--- src/rtl/sdhs_pkg.sv ---
`timescale 1ns / 1ps
`default_nettype none

package sdhs_pkg;

    // Sequencer states: collect requests, add the three fixed positions, emit.
    typedef enum logic [4:0] {
        ST_COLLECT  = 5'b00001,
        ST_ADD_HEAD = 5'b00010,
        ST_ADD_ZERO = 5'b00100,
        ST_ADD_TOP  = 5'b01000,
        ST_EMIT     = 5'b10000
    } state_t;

    // Configuration register indexes.
    localparam int unsigned CFG_INDEX_W = 2;
    localparam logic [CFG_INDEX_W-1:0] REG_CYLINDER_COUNT = 2'd0;
    localparam logic [CFG_INDEX_W-1:0] REG_HEAD_START     = 2'd1;
    localparam logic [CFG_INDEX_W-1:0] REG_SWEEP_UP       = 2'd2;

    // Register values after reset.
    localparam int unsigned RST_CYLINDER_COUNT = 200;
    localparam int unsigned RST_HEAD_START     = 0;
    localparam logic        RST_SWEEP_UP       = 1'b1;

endpackage

`default_nettype wire

--- src/rtl/sdhs_cell.sv ---
`timescale 1ns / 1ps
`default_nettype none

// One slot of the sorted chain. On an insert, a slot whose value is above the
// new one (or that is empty) takes its left neighbor's value, or the new value
// if the neighbor stays put.
module sdhs_cell #(
    parameter int unsigned W = 16
) (
    input  wire logic         aclk,
    input  wire logic         ins_en,
    input  wire logic [W-1:0] ins_val,
    input  wire logic         occ,
    input  wire logic         left_gt,
    input  wire logic [W-1:0] left_val,
    output logic      [W-1:0] val,
    output logic              gt
);

    logic [W-1:0] val_reg;
    logic [W-1:0] val_next;

    assign gt  = !occ || (val_reg > ins_val);
    assign val = val_reg;

    always_comb begin
        val_next = val_reg;
        if (ins_en && gt) begin
            val_next = left_gt ? left_val : ins_val;
        end
    end

    always_ff @(posedge aclk) begin
        val_reg <= val_next;
    end

endmodule

`default_nettype wire

--- src/rtl/sdhs_chain.sv ---
`timescale 1ns / 1ps
`default_nettype none

// Row of sorting cells kept in ascending order, with one read port.
module sdhs_chain #(
    parameter int unsigned DEPTH = 19,
    parameter int unsigned W     = 16,
    localparam int unsigned FILL_W = $clog2(DEPTH + 1),
    localparam int unsigned IDX_W  = $clog2(DEPTH)
) (
    input  wire logic              aclk,
    input  wire logic              ins_en,
    input  wire logic [W-1:0]      ins_val,
    input  wire logic [FILL_W-1:0] fill,
    input  wire logic [IDX_W-1:0]  rd_idx,
    output logic      [W-1:0]      rd_val
);

    logic [W-1:0] vals [DEPTH];
    logic         gts  [DEPTH];

    for (genvar i = 0; i < DEPTH; i++) begin : g_cell
        logic         occ;
        logic         left_gt;
        logic [W-1:0] left_val;

        assign occ = FILL_W'(i) < fill;

        if (i == 0) begin : g_first
            assign left_gt  = 1'b0;
            assign left_val = ins_val;
        end else begin : g_rest
            assign left_gt  = gts[i-1];
            assign left_val = vals[i-1];
        end

        sdhs_cell #(
            .W (W)
        ) u_cell (
            .aclk     (aclk),
            .ins_en   (ins_en),
            .ins_val  (ins_val),
            .occ      (occ),
            .left_gt  (left_gt),
            .left_val (left_val),
            .val      (vals[i]),
            .gt       (gts[i])
        );
    end

    assign rd_val = vals[rd_idx];

endmodule

`default_nettype wire

--- src/rtl/scan_disk_head_scheduler.sv ---
`timescale 1ns / 1ps
`default_nettype none

// SCAN (elevator) disk head scheduler.
// Input channel (s_*): one request cylinder per transfer; s_final_request marks
// the last request of a batch. Requests above the top cylinder saturate to it,
// and requests past MAX_REQUESTS are dropped (a dropped final still closes the
// batch). Each accepted request is sorted into a row of cells. After the final
// transfer the block adds the head, cylinder 0 and the top cylinder to the
// chain in the states ST_ADD_HEAD, ST_ADD_ZERO and ST_ADD_TOP, then emits
// count+3 results on the m_* channel, one per cycle while m_ready is high:
// head first, toward the chosen end, then reversing. m_total_seek is nonzero
// only with m_end_of_sequence.
// The input is held off (s_ready low) from the final transfer until the last
// result has been loaded into the output register; a stalled receiver simply
// holds the output register and pauses emission.
// Configuration (cfg_*) is for the user to write only while the block is idle
// (not enforced here), one register per cycle with cfg_wr_en. Reset clears the
// batch and loads the register defaults (200 cylinders, head 0, sweep upward).
module scan_disk_head_scheduler #(
    parameter int unsigned MAX_REQUESTS  = 16,
    parameter int unsigned CYLINDER_BITS = 16,
    localparam int unsigned CFG_W = CYLINDER_BITS + 1,
    localparam int unsigned CNT_W = $clog2(MAX_REQUESTS + 1)
) (
    input  wire logic                                aclk,
    input  wire logic                                aresetn,
    // configuration
    input  wire logic                                cfg_wr_en,
    input  wire logic [sdhs_pkg::CFG_INDEX_W-1:0]    cfg_index,
    input  wire logic [CFG_W-1:0]                    cfg_wdata,
    // request channel
    input  wire logic                                s_valid,
    output logic                                     s_ready,
    input  wire logic [CYLINDER_BITS-1:0]            s_request_cylinder,
    input  wire logic                                s_final_request,
    // visit channel
    output logic                                     m_valid,
    input  wire logic                                m_ready,
    output logic      [CYLINDER_BITS-1:0]            m_visit_cylinder,
    output logic                                     m_end_of_sequence,
    output logic      [CYLINDER_BITS:0]              m_total_seek,
    output logic      [CNT_W-1:0]                    m_requests_served
);

    localparam int unsigned DEPTH  = MAX_REQUESTS + 3;
    localparam int unsigned FILL_W = $clog2(DEPTH + 1);
    localparam int unsigned IDX_W  = $clog2(DEPTH);
    localparam int unsigned CB     = CYLINDER_BITS;

    // ------------------------------------------------------------------
    // Configuration registers
    // ------------------------------------------------------------------
    logic [CFG_W-1:0] cyl_count_reg;
    logic [CB-1:0]    head_start_reg;
    logic             sweep_up_reg;

    always_ff @(posedge aclk) begin
        if (!aresetn) begin
            cyl_count_reg  <= CFG_W'(sdhs_pkg::RST_CYLINDER_COUNT);
            head_start_reg <= CB'(sdhs_pkg::RST_HEAD_START);
            sweep_up_reg   <= sdhs_pkg::RST_SWEEP_UP;
        end else if (cfg_wr_en) begin
            unique case (cfg_index)
                sdhs_pkg::REG_CYLINDER_COUNT: cyl_count_reg  <= cfg_wdata;
                sdhs_pkg::REG_HEAD_START:     head_start_reg <= cfg_wdata[CB-1:0];
                sdhs_pkg::REG_SWEEP_UP:       sweep_up_reg   <= cfg_wdata[0];
                default: ;
            endcase
        end
    end

    // Top cylinder: count - 1, zero for an empty disk, saturated to the
    // largest cylinder the position width can hold.
    logic [CB-1:0] top_cyl;
    logic [CB-1:0] req_sat;

    always_comb begin
        if (cyl_count_reg[CB]) begin
            top_cyl = '1;
        end else if (cyl_count_reg == '0) begin
            top_cyl = '0;
        end else begin
            top_cyl = cyl_count_reg[CB-1:0] - CB'(1);
        end
    end

    assign req_sat = (s_request_cylinder > top_cyl) ? top_cyl : s_request_cylinder;

    // ------------------------------------------------------------------
    // Sequencer state
    // ------------------------------------------------------------------
    sdhs_pkg::state_t state_reg, state_next;
    logic [FILL_W-1:0] fill_reg, fill_next;     // occupied cells
    logic [IDX_W-1:0]  lt_reg, lt_next;         // positions below the head
    logic [IDX_W-1:0]  h_reg, h_next;           // head index in the chain
    logic [IDX_W-1:0]  idx_reg, idx_next;       // emission read index
    logic              asc_reg, asc_next;
    logic              second_reg, second_next;
    logic              first_reg, first_next;
    logic [CB-1:0]     prev_reg, prev_next;
    logic [CB:0]       total_reg, total_next;
    logic [CNT_W-1:0]  served_reg, served_next;

    logic              m_valid_reg, m_valid_next;
    logic [CB-1:0]     visit_reg;
    logic              eos_reg;
    logic [CB:0]       seek_reg;
    logic [CNT_W-1:0]  m_served_reg;

    logic              s_xfer;
    logic              out_load;
    logic              ins_en;
    logic [CB-1:0]     ins_val;
    logic [CB-1:0]     cur_val;
    logic [IDX_W-1:0]  last_idx;
    logic              at_top;
    logic              at_bot;
    logic              is_last;
    logic [CB-1:0]     step_dist;
    logic [CB:0]       seek_sum;

    assign s_ready  = (state_reg == sdhs_pkg::ST_COLLECT);
    assign s_xfer   = s_valid && s_ready;
    assign out_load = (state_reg == sdhs_pkg::ST_EMIT) && (!m_valid_reg || m_ready);

    sdhs_chain #(
        .DEPTH (DEPTH),
        .W     (CB)
    ) u_chain (
        .aclk    (aclk),
        .ins_en  (ins_en),
        .ins_val (ins_val),
        .fill    (fill_reg),
        .rd_idx  (idx_reg),
        .rd_val  (cur_val)
    );

    // Emission bookkeeping: where the sweep stands and the running seek.
    assign last_idx  = IDX_W'(fill_reg - FILL_W'(1));
    assign at_top    = (idx_reg == last_idx);
    assign at_bot    = (idx_reg == '0);
    assign is_last   = (asc_reg && at_top && (second_reg || (h_reg == '0)))
                    || (!asc_reg && at_bot && (second_reg || (h_reg == last_idx)));
    assign step_dist = first_reg ? '0
                     : ((cur_val >= prev_reg) ? (cur_val - prev_reg) : (prev_reg - cur_val));
    assign seek_sum  = total_reg + {1'b0, step_dist};

    always_comb begin
        state_next  = state_reg;
        fill_next   = fill_reg;
        lt_next     = lt_reg;
        h_next      = h_reg;
        idx_next    = idx_reg;
        asc_next    = asc_reg;
        second_next = second_reg;
        first_next  = first_reg;
        prev_next   = prev_reg;
        total_next  = total_reg;
        served_next = served_reg;
        ins_en      = 1'b0;
        ins_val     = req_sat;

        unique case (state_reg)
            sdhs_pkg::ST_COLLECT: begin
                if (s_xfer) begin
                    // Drop requests once the batch is full.
                    ins_en = (fill_reg < FILL_W'(MAX_REQUESTS));
                    if (ins_en) begin
                        fill_next = fill_reg + FILL_W'(1);
                        lt_next   = lt_reg + IDX_W'(req_sat < head_start_reg);
                    end
                    if (s_final_request) begin
                        served_next = CNT_W'(fill_reg) + CNT_W'(ins_en);
                        state_next  = sdhs_pkg::ST_ADD_HEAD;
                    end
                end
            end
            sdhs_pkg::ST_ADD_HEAD: begin
                ins_en     = 1'b1;
                ins_val    = head_start_reg;
                fill_next  = fill_reg + FILL_W'(1);
                state_next = sdhs_pkg::ST_ADD_ZERO;
            end
            sdhs_pkg::ST_ADD_ZERO: begin
                ins_en     = 1'b1;
                ins_val    = '0;
                fill_next  = fill_reg + FILL_W'(1);
                lt_next    = lt_reg + IDX_W'(head_start_reg != '0);
                state_next = sdhs_pkg::ST_ADD_TOP;
            end
            sdhs_pkg::ST_ADD_TOP: begin
                ins_en      = 1'b1;
                ins_val     = top_cyl;
                fill_next   = fill_reg + FILL_W'(1);
                // Head index is the count of positions strictly below it.
                h_next      = lt_reg + IDX_W'(top_cyl < head_start_reg);
                idx_next    = lt_reg + IDX_W'(top_cyl < head_start_reg);
                lt_next     = '0;
                asc_next    = sweep_up_reg;
                second_next = 1'b0;
                first_next  = 1'b1;
                total_next  = '0;
                state_next  = sdhs_pkg::ST_EMIT;
            end
            sdhs_pkg::ST_EMIT: begin
                if (out_load) begin
                    prev_next  = cur_val;
                    total_next = seek_sum;
                    first_next = 1'b0;
                    if (is_last) begin
                        fill_next  = '0;
                        state_next = sdhs_pkg::ST_COLLECT;
                    end else if (asc_reg && at_top) begin
                        // Reverse below the head.
                        idx_next    = h_reg - IDX_W'(1);
                        asc_next    = 1'b0;
                        second_next = 1'b1;
                    end else if (!asc_reg && at_bot) begin
                        // Reverse above the head.
                        idx_next    = h_reg + IDX_W'(1);
                        asc_next    = 1'b1;
                        second_next = 1'b1;
                    end else if (asc_reg) begin
                        idx_next = idx_reg + IDX_W'(1);
                    end else begin
                        idx_next = idx_reg - IDX_W'(1);
                    end
                end
            end
            default: begin
                state_next = sdhs_pkg::ST_COLLECT;
            end
        endcase
    end

    // Output register: hold while the receiver stalls, drop valid once taken.
    always_comb begin
        m_valid_next = m_valid_reg;
        if (out_load) begin
            m_valid_next = 1'b1;
        end else if (m_ready) begin
            m_valid_next = 1'b0;
        end
    end

    always_ff @(posedge aclk) begin
        if (!aresetn) begin
            state_reg   <= sdhs_pkg::ST_COLLECT;
            fill_reg    <= '0;
            lt_reg      <= '0;
            m_valid_reg <= 1'b0;
        end else begin
            state_reg   <= state_next;
            fill_reg    <= fill_next;
            lt_reg      <= lt_next;
            m_valid_reg <= m_valid_next;
        end
    end

    always_ff @(posedge aclk) begin
        h_reg      <= h_next;
        idx_reg    <= idx_next;
        asc_reg    <= asc_next;
        second_reg <= second_next;
        first_reg  <= first_next;
        prev_reg   <= prev_next;
        total_reg  <= total_next;
        served_reg <= served_next;
        if (out_load) begin
            visit_reg    <= cur_val;
            eos_reg      <= is_last;
            seek_reg     <= is_last ? seek_sum : '0;
            m_served_reg <= served_reg;
        end
    end

    assign m_valid           = m_valid_reg;
    assign m_visit_cylinder  = visit_reg;
    assign m_end_of_sequence = eos_reg;
    assign m_total_seek      = seek_reg;
    assign m_requests_served = m_served_reg;

    // ------------------------------------------------------------------
    // Assertions
    // ------------------------------------------------------------------
    a_fill_bound: assert property (@(posedge aclk) disable iff (!aresetn)
        (state_reg == sdhs_pkg::ST_COLLECT) |-> (fill_reg <= FILL_W'(MAX_REQUESTS)))
        else $error("request count exceeds batch capacity");

    a_head_in_chain: assert property (@(posedge aclk) disable iff (!aresetn)
        (state_reg == sdhs_pkg::ST_EMIT) |-> (FILL_W'(h_reg) < fill_reg))
        else $error("head index outside the chain");

    a_idx_in_chain: assert property (@(posedge aclk) disable iff (!aresetn)
        (state_reg == sdhs_pkg::ST_EMIT) |-> (FILL_W'(idx_reg) < fill_reg))
        else $error("emission index outside the chain");

    a_last_returns: assert property (@(posedge aclk) disable iff (!aresetn)
        (out_load && is_last) |=> (s_ready && (fill_reg == '0) && m_valid_reg))
        else $error("batch did not close after its last position");

    a_seek_only_last: assert property (@(posedge aclk) disable iff (!aresetn)
        (m_valid_reg && !eos_reg) |-> (seek_reg == '0))
        else $error("total seek shown before the final position");

endmodule

`default_nettype wire
--- config.mk ---
export PLATFORM = sky130hd
export DESIGN_NAME = scan_disk_head_scheduler
export DESIGN_NICKNAME = d
export VERILOG_FILES = /design/src/rtl/sdhs_pkg.sv /design/src/rtl/sdhs_cell.sv /design/src/rtl/sdhs_chain.sv /design/src/rtl/scan_disk_head_scheduler.sv
export SDC_FILE = /design/constraint.sdc
export NUM_CORES = 1
export LEC_CHECK = 0
export BUFFER_PORTS_ARGS = -buffer_cell sky130_fd_sc_hd__clkbuf_2
export CAP_MARGIN = 15
export CORE_ASPECT_RATIO = 1.5
export CORE_MARGIN = 2
export CORE_UTILIZATION = 55
export CTS_CLUSTER_DIAMETER = 80
export CTS_CLUSTER_SIZE = 12
export DETAILED_ROUTE_END_ITERATION = 10
export PLACE_DENSITY = 0.72
export SKIP_LAST_GASP = 1
export SYNTH_ARGS = -nofsm -noshare
export SYNTH_HDL_FRONTEND = slang
export SYNTH_SLANG_ARGS = --single-unit
--- constraint.sdc ---
create_clock -name aclk -period 9.75 [get_ports aclk]
set_input_delay 0.975 -clock aclk [delete_from_list [all_inputs] [get_ports aclk]]
set_output_delay 0.975 -clock aclk [all_outputs]
set_load 0.05 [all_outputs]
==> reports/qor.json <==
{
  "final_cell_count_no_fill": {"value": 3696},
  "cp.required": {"value": 9.98, "unit": "ns"},
  "maximum_number_of_pins_on_one_net_before_global_route_repair": {"value": 40},
  "hp-start": {"value": "served_reg[4]$_DFFE_PP_"},
  "placement.cell_area": {"value": 33140, "unit": "µm²"},
  "detail_route.drc_violations": {"value": 0},
  "maxClockFrequency": {"value": 124.6, "unit": "MHz"},
  "nFillCells": {"value": 4622},
  "status": {"value": "finished clean"},
  "post_drt_wl_per_cell": {"value": 27.31, "unit": "µm"},
  "grt_antenna_before_repair": {"value": 1},
  "power_leakage": {"value": 14.06, "unit": "nW"},
  "ioPinCount": {"value": 82},
  "largest_register_ffs": {"value": 304},
  "synth-seq-area-share": {"value": 0.3891},
  "synthMostInstantiatedCell": {"value": "ha_1"},
  "clk_root_buffer_cell": {"value": "clkbuf_16"},
  "place_inst": {"value": 3637},
  "final_nets": {"value": 3375},
  "yosys.area.top_type_share": {"value": 0.3576},
  "ir_drop": {"value": 0.0001180, "unit": "V"},
  "layout.cell_area.non_filler": {"value": 34300, "unit": "µm²"},
  "synth.ff_latch_count": {"value": 428},
  "cts_sinks": {"value": 428},
  "timing.final.setup_violations": {"value": 0},
  "cts_setup_buffers": {"value": 0},
  "globalRoute.busiestLayer": {"value": "met2"},
  "count_of_flip_flops_with_a_built_in_enable_after_synthesis": {"value": 378},
  "areal_power_density_over_the_cells": {"value": 161.3, "unit": "nW/µm²"},
  "register_area": {"value": 12350, "unit": "µm²"},
  "syn-cell-area": {"value": 31740, "unit": "µm²"},
  "chip_height": {"value": 298.2, "unit": "µm"},
  "vias_per_cell": {"value": 6.684},
  "design.core.area": {"value": 56900, "unit": "µm²"},
  "drv_cap": {"value": 0},
  "final_min_period_over_clock_period": {"value": 0.8235},
  "cell_variety_after_synth": {"value": 78},
  "post_synth_most_frequent_cells": {"value": "ha_1 (413), edfxtp_1 (378), mux2_2 (318)"},
  "worst_pin_slew": {"value": 1.262, "unit": "ns"},
  "cts_hold_buf": {"value": 0},
  "ff2ff_setup_slack": {"value": 1.72, "unit": "ns"},
  "post_detailed_placement_half_perimeter_wirelength": {"value": 74670, "unit": "µm"},
  "final_hold_viol_count": {"value": 0},
  "period_minus_slack": {"value": 8.029, "unit": "ns"},
  "hold_depth": {"value": 0},
  "tritoncts": {"value": "done"},
  "synth_top_area_cell": {"value": "edfxtp_1"},
  "cts-resized-gates": {"value": 0},
  "h_tree_lvls": {"value": 2},
  "global_route.usage.met1": {"value": 0.3822},
  "drt-pass1-iter-count": {"value": 6},
  "syn_to_final_growth": {"value": 8.049, "unit": "%"},
  "timing_max_transition_violations_final": {"value": 0},
  "post_synth_inst_count": {"value": 2854},
  "postSynth.asyncResetShare": {"value": 0},
  "grt_util_met3": {"value": 0.04758},
  "via_count_of_the_first_global_routing_pass": {"value": 25100},
  "setup.worst_path.start_class": {"value": "flip-flop"},
  "worst_hold_path.endpoint": {"value": "m_requests_served[4]$_DFFE_PP_"},
  "timing.reg2reg.worst_path_depth": {"value": 24},
  "whs": {"value": 0.4221, "unit": "ns"},
  "antenna_cells_inserted": {"value": 0},
  "cts-buffers-inserted": {"value": 41},
  "yosys_warnings": {"value": 0},
  "rsz0062_at_grt": {"value": "no"},
  "synth_top_flop_cell": {"value": "edfxtp_1"},
  "worstPathArrival": {"value": 8.25, "unit": "ns"},
  "detail_route.iter0.violations": {"value": 2296},
  "worstReg2RegEnd": {"value": "u_chain.g_cell[2].u_cell.val[9]$_DFFE_PP_"},
  "clock_skew": {"value": 0.02301, "unit": "ns"},
  "syn-mean-instance-area": {"value": 11.12, "unit": "µm²"},
  "routed_wirelength": {"value": 101000, "unit": "µm"},
  "last_weighted_congestion_value_of_the_routability_driven_placer": {"value": 0.9490},
  "grt.total_usage": {"value": 0.3329},
  "end_kind": {"value": "flip-flop"},
  "layout-drive-gt1-share": {"value": 0.2076},
  "clock_tree.buffer_depth": {"value": 3},
  "global_route_overflow": {"value": 0},
  "ant_nets": {"value": 0},
  "critical_path.reg2reg.startpoint": {"value": "cyl_count_reg[6]$_SDFFE_PN1P_"},
  "grt_pass1_wl": {"value": 151300, "unit": "µm"},
  "dr_total_vias": {"value": 24700},
  "timing_worst_setup_path_type": {"value": "flip-flop to flip-flop"},
  "placement_rows": {"value": 107},
  "maxSlewHeadroom": {"value": 0.1579},
  "worstHoldPathType": {"value": "flip-flop to flip-flop"},
  "fin_tns_setup": {"value": 0, "unit": "ns"},
  "dieArea": {"value": 59690, "unit": "µm²"},
  "floorplan.initialDensity": {"value": 0.5579},
  "synth.area.top_cells": {"value": "edfxtp_1 (36%), ha_1 (16%), mux2_2 (11%)"},
  "worst_setup_hold_path_clk_slew": {"value": 0.06, "unit": "ns"},
  "grt_use_met2": {"value": 0.5768},
  "io_buffers": {"value": 81},
  "clkLatencyLatePin": {"value": 0.58, "unit": "ns"},
  "critPathMaxFanout": {"value": 20},
  "multi_input_area": {"value": 18350, "unit": "µm²"},
  "chip_width": {"value": 200.2, "unit": "µm"},
  "mappedNetlistNets": {"value": 3312}
}
## report_power, final
part / switching, mW / total, mW / leakage [nW] / internal [mW]
Clock: 0.708 / 1.52 / 0.564 / 0.813
Combinational: 0.945 / 1.61 / 9.49 / 0.667
Sequential: 0.183 / 2.40 / 4.00 / 2.22
## stage by stage
step,setup slack [ns],util,power [mW]
6_report,1.721,0.6028,5.532
5_1_grt,1.282,0.6028,5.770
4_1_cts,1.850,0.6028,5.501
3_5_place_dp,1.891,0.5824,3.990
3_3_place_gp,2.022,0.5824,3.926
2_1_floorplan,3.012,-,3.411
## area by class of cell
cell class | instances | share of cell area
Multi-Input combinational cell | 2158 | 0.5350
Sequential cell | 428 | 0.3601
Clock buffer | 58 | 0.03360
Timing Repair Buffer | 157 | 0.02882
Tap cell | 763 | 0.02783
Inverter | 131 | 0.01434
Clock inverter | 1 | 0.0002554
## how the worst max path moves through the flow
stage                                  startpoint  cells after the start  slack, ns                                          to
floorplan           cyl_count_reg[6]$_SDFFE_PN1P_                     22       3.01   u_chain.g_cell[1].u_cell.val[0]$_DFFE_PP_
global placement    cyl_count_reg[6]$_SDFFE_PN1P_                     23       2.02  u_chain.g_cell[14].u_cell.val[9]$_DFFE_PP_
detailed placement  cyl_count_reg[6]$_SDFFE_PN1P_                     23       1.89  u_chain.g_cell[2].u_cell.val[11]$_DFFE_PP_
CTS                 cyl_count_reg[6]$_SDFFE_PN1P_                     23       1.85   u_chain.g_cell[2].u_cell.val[5]$_DFFE_PP_
global route        cyl_count_reg[6]$_SDFFE_PN1P_                     24       1.28  u_chain.g_cell[14].u_cell.val[9]$_DFFE_PP_
finish              cyl_count_reg[6]$_SDFFE_PN1P_                     24       1.72   u_chain.g_cell[2].u_cell.val[9]$_DFFE_PP_
## critical path, stage by stage (launching register included)
cell and delay (ns):
dfxtp_1 0.36, nor4_2 0.48, nand3_1 0.24, nor3b_1 0.32, xnor2_1 0.10, o21ai_1 0.28, inv_1 0.08, ha_1 0.31
nand4_1 0.21, nor2_1 0.16, o2bb2ai_1 0.15, a211oi_2 0.09, nor2_2 0.74, mux2_2 0.43, a221o_1 0.29, buf_4 0.23
inv_1 0.68, buf_4 0.31, ha_1 0.17, nand4_1 0.11, or2_2 0.32, nor4_1 0.36, nor2_1 0.08, a221o_1 0.61
and2_1 0.52
## routing by layer
metal,share of wire,vias up
met5,0.00012,-
met4,0.078,2
met3,0.070,438
met2,0.49,1229
met1,0.36,12110
li1,-,10920
## layout by cell type, fill, tap and decap left out, types with 13 or more instances in the layout
cell       count
mux2_2       318
edfxtp_1     378
clkbuf_1      13
mux4_2        56
a21oi_1      162
nand4_1       68
dfxtp_1       50
o211ai_1      13
o21a_1        35
nor2b_1       38
ha_1         413
a221o_1       15
clkbuf_2      81
xor2_1        33
or2_2         14
nor4_1        23
mux2i_1       52
nand3_1       37
buf_4         75
a21o_1       114
inv_1        131
nor2_1       179
clkbuf_16     43
a21boi_0      36
xnor2_1       31
a211oi_1      19
nand2_1      205
o22a_1        19
o21ai_0       75
nor3_1        28
and2_1        14
## kinds of logic (layout without fill, tap and decap cells)
kind of cell    Yosys count  count (layout)  synth area share
compound gates          579             579            0.1213
xor+xnor                 67              67           0.01979
fa+ha+maj               417             417            0.1653
buf+inv                 268             347           0.03346
flops                   428             428            0.3891
mux                     428             428            0.1698
simple gates            667             667            0.1012
(Power assumes the default switching activity.)
